==> src/kvmm_pkg.sv <==
// kvmm_pkg: command and status codes, field widths and transaction structs
// for the key/value multimap table; no dependencies
package kvmm_pkg;

  localparam int KEY_BITS   = 32;
  localparam int VALUE_BITS = 32;
  localparam int COUNT_BITS = 5;
  localparam int PAIR_BITS  = KEY_BITS + VALUE_BITS;

  typedef enum logic [1:0] {
    CMD_ADD    = 2'd0,
    CMD_REMOVE = 2'd1,
    CMD_FIND   = 2'd2,
    CMD_LIST   = 2'd3
  } kvmm_cmd_t;

  typedef enum logic [1:0] {
    ST_ENTRY   = 2'd0,
    ST_NONE    = 2'd1,
    ST_FULL    = 2'd2,
    ST_REMOVED = 2'd3
  } kvmm_status_t;

  typedef struct packed {
    kvmm_cmd_t             command;
    logic [KEY_BITS-1:0]   in_key;
    logic [VALUE_BITS-1:0] in_value;
  } kvmm_in_t;

  typedef struct packed {
    kvmm_status_t          status;
    logic [KEY_BITS-1:0]   out_key;
    logic [VALUE_BITS-1:0] out_value;
    logic [COUNT_BITS-1:0] removed_count;
    logic [COUNT_BITS-1:0] fill_level;
    logic                  last;
  } kvmm_out_t;

endpackage

==> src/kvmm_ram.sv <==
// kvmm_ram: pair storage, one write port and one read port, registered read data
// no dependencies
module kvmm_ram #(
  parameter int DEPTH = 16,
  parameter int AW    = 4,
  parameter int DW    = 64
) (
  input  logic          clk,
  input  logic          we,
  input  logic [AW-1:0] waddr,
  input  logic [DW-1:0] wdata,
  input  logic          re,
  input  logic [AW-1:0] raddr,
  output logic [DW-1:0] rdata
);

  logic [DW-1:0] mem [DEPTH];
  logic [DW-1:0] rdata_r;

  always_ff @(posedge clk) begin
    if (we) begin
      mem[waddr] <= wdata;
    end
    if (re) begin
      rdata_r <= mem[raddr];
    end
  end

  assign rdata = rdata_r;

endmodule

==> src/key_value_multimap_table.sv <==
// key_value_multimap_table: bounded ordered multimap of key/value pairs
// depends on kvmm_pkg and kvmm_ram
//
// usage: a command transaction is taken at a rising edge with start high and
// busy low. add appends a pair, remove deletes every pair with the key and
// compacts the rest in order, find reports matching pairs oldest first, list
// reports all pairs. every command gives one or more results, each shown on
// out_item for exactly one cycle with out_valid high; the final one has last
// set. the receiver cannot stall, so results are never held back.
// add (or add on a full table, or any command on an empty table) gives its
// single result the cycle after acceptance and busy stays low. remove, find
// and list sweep the held pairs through the pair memory, one read per cycle,
// so busy stays high through the sweep and a final flush state; results are
// registered behind the sweep and the final result comes as busy falls.
// reset (rst_n low, synchronous) empties the table and drops any command in
// progress; stored pairs are not cleared and need no clearing pass.
module key_value_multimap_table #(
  parameter int ENTRIES = 16
) (
  input  logic              clk,
  input  logic              rst_n,
  input  logic              start,
  output logic              busy,
  input  kvmm_pkg::kvmm_in_t  in_item,
  output logic              out_valid,
  output kvmm_pkg::kvmm_out_t out_item
);
  import kvmm_pkg::*;

  localparam int CNT_W = $clog2(ENTRIES + 1);
  localparam int IDX_W = (ENTRIES > 1) ? $clog2(ENTRIES) : 1;

  typedef enum logic [1:0] {S_IDLE, S_SCAN, S_FLUSH} state_t;

  state_t                 state_r, state_nxt;
  kvmm_cmd_t              cmd_r, cmd_nxt;
  logic [KEY_BITS-1:0]    key_r, key_nxt;
  logic [CNT_W-1:0]       count_r, count_nxt;
  logic [CNT_W-1:0]       rd_ptr_r, rd_ptr_nxt;
  logic [CNT_W-1:0]       kept_r, kept_nxt;
  logic                   rd_vld_r, rd_vld_nxt;
  logic                   rd_last_r, rd_last_nxt;
  logic [PAIR_BITS-1:0]   pend_r, pend_nxt;
  logic                   pend_vld_r, pend_vld_nxt;
  logic                   out_valid_r, out_valid_nxt;
  kvmm_out_t              out_r, out_nxt;

  logic                   we;
  logic [IDX_W-1:0]       waddr;
  logic [PAIR_BITS-1:0]   wdata;
  logic                   re;
  logic [PAIR_BITS-1:0]   rdata;
  logic [KEY_BITS-1:0]    rd_key;
  logic                   hit;

  kvmm_ram #(
    .DEPTH(ENTRIES),
    .AW   (IDX_W),
    .DW   (PAIR_BITS)
  ) u_ram (
    .clk  (clk),
    .we   (we),
    .waddr(waddr),
    .wdata(wdata),
    .re   (re),
    .raddr(rd_ptr_r[IDX_W-1:0]),
    .rdata(rdata)
  );

  assign rd_key = rdata[PAIR_BITS-1 -: KEY_BITS];
  assign hit    = (cmd_r == CMD_LIST) || (rd_key == key_r);

  always_comb begin
    state_nxt     = state_r;
    cmd_nxt       = cmd_r;
    key_nxt       = key_r;
    count_nxt     = count_r;
    rd_ptr_nxt    = rd_ptr_r;
    kept_nxt      = kept_r;
    rd_vld_nxt    = 1'b0;
    rd_last_nxt   = 1'b0;
    pend_nxt      = pend_r;
    pend_vld_nxt  = pend_vld_r;
    out_valid_nxt = 1'b0;
    out_nxt       = '0;
    out_nxt.fill_level = COUNT_BITS'(count_r);
    we            = 1'b0;
    waddr         = count_r[IDX_W-1:0];
    wdata         = {in_item.in_key, in_item.in_value};
    re            = 1'b0;

    unique case (state_r)
      S_IDLE: begin
        if (start) begin
          cmd_nxt      = in_item.command;
          key_nxt      = in_item.in_key;
          rd_ptr_nxt   = '0;
          kept_nxt     = '0;
          pend_vld_nxt = 1'b0;
          unique case (in_item.command)
            CMD_ADD: begin
              out_valid_nxt = 1'b1;
              out_nxt.last  = 1'b1;
              if (count_r >= CNT_W'(ENTRIES)) begin
                out_nxt.status = ST_FULL;
              end else begin
                we                 = 1'b1;
                count_nxt          = count_r + CNT_W'(1);
                out_nxt.status     = ST_ENTRY;
                out_nxt.out_key    = in_item.in_key;
                out_nxt.out_value  = in_item.in_value;
                out_nxt.fill_level = COUNT_BITS'(count_r + CNT_W'(1));
              end
            end
            CMD_REMOVE, CMD_FIND, CMD_LIST: begin
              if (count_r == '0) begin
                out_valid_nxt  = 1'b1;
                out_nxt.last   = 1'b1;
                out_nxt.status = (in_item.command == CMD_REMOVE) ? ST_REMOVED : ST_NONE;
              end else begin
                state_nxt = S_SCAN;
              end
            end
          endcase
        end
      end

      S_SCAN: begin
        if (rd_ptr_r < count_r) begin
          re          = 1'b1;
          rd_ptr_nxt  = rd_ptr_r + CNT_W'(1);
          rd_vld_nxt  = 1'b1;
          rd_last_nxt = (rd_ptr_r + CNT_W'(1)) == count_r;
        end
        if (rd_vld_r) begin
          if (cmd_r == CMD_REMOVE) begin
            if (rd_key != key_r) begin
              we       = 1'b1;
              waddr    = kept_r[IDX_W-1:0];
              wdata    = rdata;
              kept_nxt = kept_r + CNT_W'(1);
            end
          end else if (hit) begin
            if (pend_vld_r) begin
              out_valid_nxt     = 1'b1;
              out_nxt.status    = ST_ENTRY;
              out_nxt.out_key   = pend_r[PAIR_BITS-1 -: KEY_BITS];
              out_nxt.out_value = pend_r[VALUE_BITS-1:0];
            end
            pend_nxt     = rdata;
            pend_vld_nxt = 1'b1;
          end
          if (rd_last_r) begin
            state_nxt = S_FLUSH;
          end
        end
      end

      S_FLUSH: begin
        state_nxt     = S_IDLE;
        out_valid_nxt = 1'b1;
        out_nxt.last  = 1'b1;
        if (cmd_r == CMD_REMOVE) begin
          count_nxt             = kept_r;
          out_nxt.status        = ST_REMOVED;
          out_nxt.removed_count = COUNT_BITS'(count_r - kept_r);
          out_nxt.fill_level    = COUNT_BITS'(kept_r);
        end else if (pend_vld_r) begin
          out_nxt.status    = ST_ENTRY;
          out_nxt.out_key   = pend_r[PAIR_BITS-1 -: KEY_BITS];
          out_nxt.out_value = pend_r[VALUE_BITS-1:0];
        end else begin
          out_nxt.status = ST_NONE;
        end
      end

      default: begin
        state_nxt = S_IDLE;
      end
    endcase
  end

  always_ff @(posedge clk) begin
    if (!rst_n) begin
      state_r     <= S_IDLE;
      count_r     <= '0;
      rd_vld_r    <= 1'b0;
      rd_last_r   <= 1'b0;
      pend_vld_r  <= 1'b0;
      out_valid_r <= 1'b0;
    end else begin
      state_r     <= state_nxt;
      count_r     <= count_nxt;
      rd_vld_r    <= rd_vld_nxt;
      rd_last_r   <= rd_last_nxt;
      pend_vld_r  <= pend_vld_nxt;
      out_valid_r <= out_valid_nxt;
    end
    cmd_r    <= cmd_nxt;
    key_r    <= key_nxt;
    rd_ptr_r <= rd_ptr_nxt;
    kept_r   <= kept_nxt;
    pend_r   <= pend_nxt;
    out_r    <= out_nxt;
  end

  assign busy      = (state_r != S_IDLE);
  assign out_valid = out_valid_r;
  assign out_item  = out_r;

endmodule

==> config.mk <==
export PLATFORM = sky130hd
export DESIGN_NAME = key_value_multimap_table
export DESIGN_NICKNAME = d
export VERILOG_FILES = /design/src/kvmm_pkg.sv /design/src/kvmm_ram.sv /design/src/key_value_multimap_table.sv
export SDC_FILE = /design/constraint.sdc
export NUM_CORES = 1
export LEC_CHECK = 0
export BUFFER_PORTS_ARGS = -buffer_cell sky130_fd_sc_hd__buf_2
export CORE_MARGIN = 1
export CORE_UTILIZATION = 54
export CTS_CLUSTER_DIAMETER = 150
export DETAILED_ROUTE_END_ITERATION = 6
export PLACE_DENSITY = 0.69
export SLEW_MARGIN = 10
export SYNTH_ARGS = -nofsm -noshare
export SYNTH_HDL_FRONTEND = slang
export SYNTH_SLANG_ARGS = --single-unit
==> constraint.sdc <==
create_clock -name clk -period 10 [get_ports clk]
set_clock_uncertainty 0.05 [all_clocks]
set_input_delay 0.5 -clock clk [delete_from_list [all_inputs] [get_ports clk]]
set_output_delay 0.5 -clock clk [all_outputs]
set_load 0.02 [all_outputs]
Word-level counts from Yosys, hierarchy flattened
Memories as Yosys holds them, arrays and structs flattened. A register that Yosys moved wholly into a read port is not among the register bits.
Cells that the tools add are included.
Word-level totals
  bits in registers: 196
  bits in writable memories: 1024
  input bits: 69
  memories: 1
Memories
  u_ram.mem: words 16, bits a word 64, rd ports 1, clocked after memory_dff 1, wr ports 1, line kvmm_ram.sv:17  | logic [DW-1:0] mem [DEPTH];
Cells by class
  $add $sub $neg: 4
  $lt $le $gt $ge: 2
  equal/unequal tests: 21
  multiplexer cells: 69
  bitwise gates (word level): 1
  reductions and logical operators: 17
Operator list (number)
  $mux 64: 12
  $pmux 66 s3: 1
  $mux 66: 1
  $mux 5: 10
  $eq 32x32->1: 1
  $ne 32x32->1: 1
  $pmux 5 s2: 3
  $mux 1: 21
  $ne 2x2->1 const B: 10
  $mux 2: 9
  $mux 4: 4
  $add 5x1->5 const B: 3
  $reduce_and 5->1: 3
  $pmux 6 s2: 1
  $reduce_and 3->1: 3
  $eq 2x2->1 const B: 4
  $pmux 2 s2: 2
  $eq 2x1->1 const B: 3
  $mux 6: 1
  $pmux 1 s2: 3
  $reduce_bool 2->1: 3
  $eq 5x5->1: 1
  $ge 5x5->1 const B: 1
  $logic_not 5->1: 1
  other kinds (10): 12

Depth between registers and ports, before layout
  word-level depth: 7
  gate-level depth with buffers: 10
  gate-level depth less buffers: 8

By module
A second synthesis with hierarchy kept.
Second synthesis, totals
  cell total of the unflattened synthesis: 2329
  area, all modules: 48612.9 um^2
By module, submodules not included
  kvmm_ram: times used 1, cells each 1647, area each 40222.3 um^2
  key_value_multimap_table: times used 1, cells each 682, area each 8390.5 um^2

Least setup slack after synthesis
OpenSTA, ideal clock, no wires.
  path kind: register to register
  start: register state_r[0]
  end: memory u_ram.mem[0][0], enable pin
  library setup time: 0.661 ns
  arrival: 7.831 ns
  required time: 9.289 ns
  setup slack: 1.458 ns
  cell stages (with the launch flop): 7
  path buffers: 2
  clock period less this slack: 8.542 ns
  cell sequence: dfxtp_1 clkbuf_1 nor2b_1 and2_1 o211ai_2 buf_2 o41ai_1
Between the ends
  cells in the longest elaborated chain, start to end: 4
  elaborated cells between the ends (all ways): 6
  those cells by class: 1 x eq/ne; 4 x mux; 1 x reduce/logical
RTL lines
  start: declaration: line key_value_multimap_table.sv:35  | state_t state_r, state_nxt;
  start signal: assignment: line key_value_multimap_table.sv:192  | state_r <= state_nxt;
  $eq 2x1->1 / $logic_not 2->1 (equally long branches): line key_value_multimap_table.sv:92  | unique case (state_r)
  $pmux 1 s2: line key_value_multimap_table.sv:92
  $mux 1: line kvmm_ram.sv:21  | if (we) begin
  $mux 1 (implied by the code): line kvmm_ram.sv:22  | mem[waddr] <= wdata;
  end: declaration: line kvmm_ram.sv:17
Parallel ways exist; a longest one is shown, timed or not.

Worst setup path in the final report
  start: register state_r[1]
  end: memory u_ram.mem[5][39], enable pin
The elaborated chain is that of the path after synthesis.

==> impl_metrics.csv <==
group,metric,value,unit
power,seqPwrFrac,53.5,%
setup_path,start_kind,"register",
clock_tree,post_cts_buffers,0,
grt,grt_pass1_wl,156,mm
logic_synthesis,synth_top_cell_area_share,74.4,%
setup_path,r2r-start,"state_r[1]$_SDFFE_PN0P_",
detailed_routing,dr_total_vias,22700,
power,finalPower,11.1,mW
power,combPwrFrac,4.3,%
cells_and_area,multi_input_area,10300,um^2
floorplanning,die_h,301,um
logic_synthesis,synth_warnings,0,
clock_tree,clk_pin_slew,60,ps
setup_path,crit_path_start,"state_r[1]$_SDFFE_PN0P_",
grt,top_usage_layer,"met2",
status,outcome,"finished, violations left",
detailed_routing,wl_per_cell,29.4,um
status,violations,"DRC",
clock_tree,clockBufferDepth,3,
detailed_routing,drtIter0Drc,2444,
floorplanning,dieArea,90600,um^2
placed_design,dpl_cell_area,50600,um^2
power,power_leakage,17.8,nW
clock_tree,ctsResizeCount,0,
setup_path,crit_fanout,37,
run,cap_viol_max_count,0,
setup_path,crit_path_top_delay_cell,"inv_2",
detailed_routing,drt-total-wl,106,mm
logic_synthesis,synth-seq-cells,1284,
logic_synthesis,yosys-top-cells-area,"edfxtp_1 (74%), mux4_2 (15%), dfxtp_1 (3.6%)",
clock_tree,clk_latency,730,ps
cells_and_area,most-common-layout-cells,"edfxtp_1 (1196), mux4_2 (320), buf_2 (147)",
floorplanning,ios,148,
cells_and_area,fin_util,62.5,%
cells_and_area,seqCellArea,37700,um^2
logic_synthesis,yosysSeqAreaShare,78.0,%
power,irDropWorstVdd,0.000173,V
setup_path,rr_endpoint,"u_ram.mem[5][39]$_DFFE_PP_",
worst_hold_path,hold_path.class,"input port to register",
detailed_routing,first_pass_iters,7,
floorplanning,die_w,301,um
setup_path,worstSetupPathType,"register to register",
timing,max_freq,0.214,GHz
clock_tree,cts_sinks,1284,
power,power.internal,8.76,mW
timing,setup_viol,0,
clock_tree,cts_tree,"built",
setup_path,cp.depth,8,
floorplanning,core,88500,um^2
logic_synthesis,syn_nets,2156,
placed_design,port_buffers,147,
logic_synthesis,synth_edf_count,1196,
grt,grt_max_degree,141,
grt,grtUsageMet2,38.3,%
cells_and_area,insertedDiodeCount,0,
setup_path,path_cells,"or3b_2 > inv_2 > nand2_1 > nor3_1 > nand2_1 > o31ai_4 > buf_4 > buf_4",
floorplanning,num_rows,109,
placed_design,dp.final_hpwl,54.5,mm
logic_synthesis,syn-cell-area,48300,um^2
cells_and_area,area_growth,14.6,%
setup_path,cp-end-kind,"register",
logic_synthesis,async_reset_ff_share,0,%
timing,period_share,46.8,%
logic_synthesis,synth-main-ff-cell,"edfxtp_1",
setup_path,path_delay_family,"buffers and inverters",
clock_tree,cts_made_buffers,131,
timing,fin_setup_tns,0,ps
cells_and_area,layout_commonest_cell,"edfxtp_1",
grt,use_met3,4.07,%
setup_path,reg2reg_depth,8,
grt,overflow,0,
floorplanning,initial_core_util,54.5,%
timing,report.final.slew_viol_count,0,
cells_and_area,nets,2438,
cells_and_area,final_area,55300,um^2
cells_and_area,drive_gt1_share,32.7,%
power,p_sw,2.30,mW
logic_synthesis,synth_area_leader_cell,"edfxtp_1",
cells_and_area,fillCellCount,5827,
logic_synthesis,yosysUniqueCellTypes,53,
grt,grt_pass1_vias,23300,
detailed_routing,drc,24,
timing,hold-worst-slack,56.3,ps
power,power_density,200,nW/um^2
grt,grt_use_met1,34.6,%
detailed_routing,avgViaCountPerCell,6.26,
timing,rsz0062_at_grt,"false",
setup_path,crit_required,10290,ps
timing,fin_crit,4680,ps
setup_path,r2r_slack,5320,ps
logic_synthesis,synth_cells,2073,
timing,tightest_slew,1160,ps
setup_path,crit_end,"u_ram.mem[5][39]$_DFFE_PP_",
setup_path,critPathMaxStageDelay,840,ps
setup_path,worst-path-buf-inv,3,
grt,grt_antenna_before_repair,1,
setup_path,worstPathArrival,4970,ps
clock_tree,htreeDepth,4,
power,p_sw_share,20.8,%
timing,slew_headroom,22.8,%
logic_synthesis,synth_area_per_cell,23.3,um^2
placed_design,place_congestion,0.797,
clock_tree,clockRootBuffer,"clkbuf_16",
grt,grtUsageTotal,24.2,%
clock_tree,cts_hold_buffers,58,
power,clockPowerShare,42.2,%
timing,hold_violations,0,
detailed_routing,drtAntennaViolNets,0,
-- synthesized netlist by cell type, types with 5 or more instances --
cell type and number:
xnor2_1 7, and2_1 7, a21oi_1 8, clkbuf_1 54, nand3_1 11, a22o_1 64, mux4_2 320, edfxtp_1 1196
xor2_1 39, buf_2 34, o21ai_0 5, inv_1 13, nor3_1 7, buf_1 11, ha_1 13, nand2_1 27
dfxtp_1 88, nand4_1 6, buf_6 6, o31ai_1 12, nor2_1 24, mux2_2 64
-- kinds of logic (layout without fill, tap and decap cells) --
family | after synthesis | count (layout) | synth area share [%]
flip-flops | 1284 | 1284 | 78.0
multiplexers | 385 | 385 | 16.4
buffers and inverters | 120 | 508 | 1.12
AO/OA/AOI/OAI | 115 | 115 | 1.99
AND/OR/NAND/NOR | 109 | 109 | 1.20
XOR/XNOR | 46 | 46 | 0.834
adder cells (fa/ha/maj) | 14 | 14 | 0.378
-- flip-flops by register name, summed over array words and instances, names as in the netlist, 2 cells and up --
name / count
cmd_r: 2
count_r: 5
kept_r: 5
key_r: 32
out_item: 77
pend_r: 64
rd_ptr_r: 5
state_r: 2
u_ram.mem: 1024
u_ram.rdata: 64
-- per-stage QoR --
| step | instances | worst slack, ps |
|---|---|---|
| finish | 3626 | 5320 |
| global route | 3626 | 5080 |
| CTS | 3626 | 5280 |
| detailed placement | 3329 | 5140 |
| global placement | 3329 | 5230 |
| floorplan | 2073 | 1460 |
-- metal layers --
| metal | part of all wire (%) | vias to the layer above |
|---|---|---|
| met5 | 0.016 | - |
| li1 | - | 9371 |
| met4 | 2.7 | 2 |
| met2 | 49 | 924 |
| met3 | 6.7 | 185 |
| met1 | 41 | 12200 |
-- power by group through the flow --
stage | clock network [mW] | logic (mW) | registers (mW)
global placement | 0 | 0.445 | 6.03
global route | 4.96 | 0.504 | 5.92
finish | 4.67 | 0.471 | 5.92
detailed placement | 0 | 0.457 | 6.03
CTS | 4.74 | 0.477 | 5.92
floorplan | 0 | 0.305 | 6.04
-- how the worst min path moves through the flow --
stage          slack, ps                       from                    to  depth (start not counted)
4_1_cts                2                 in_item[7]  out_item[18]$_DFF_P_                          2
3_5_place_dp         380  u_ram.rdata[29]$_DFFE_PP_  pend_r[29]$_DFFE_PP_                          0
6_report              60                in_item[23]  out_item[34]$_DFF_P_                          2
3_3_place_gp         380  u_ram.rdata[30]$_DFFE_PP_  pend_r[30]$_DFFE_PP_                          0
5_1_grt               30                 in_item[7]  out_item[18]$_DFF_P_                          2
2_1_floorplan        370   u_ram.rdata[0]$_DFFE_PP_   pend_r[0]$_DFFE_PP_                          0
-- cell type report --
type	count	share of cell area, %
sequential	1284	68.1
timing repair buffer	255	3.13
multi-input combinational	669	18.6
clock buffer	171	6.39
tap	1165	2.64
clock inverter	68	1.04
inverter	14	0.0950
Note: power is estimated with default switching activity, not from simulation.
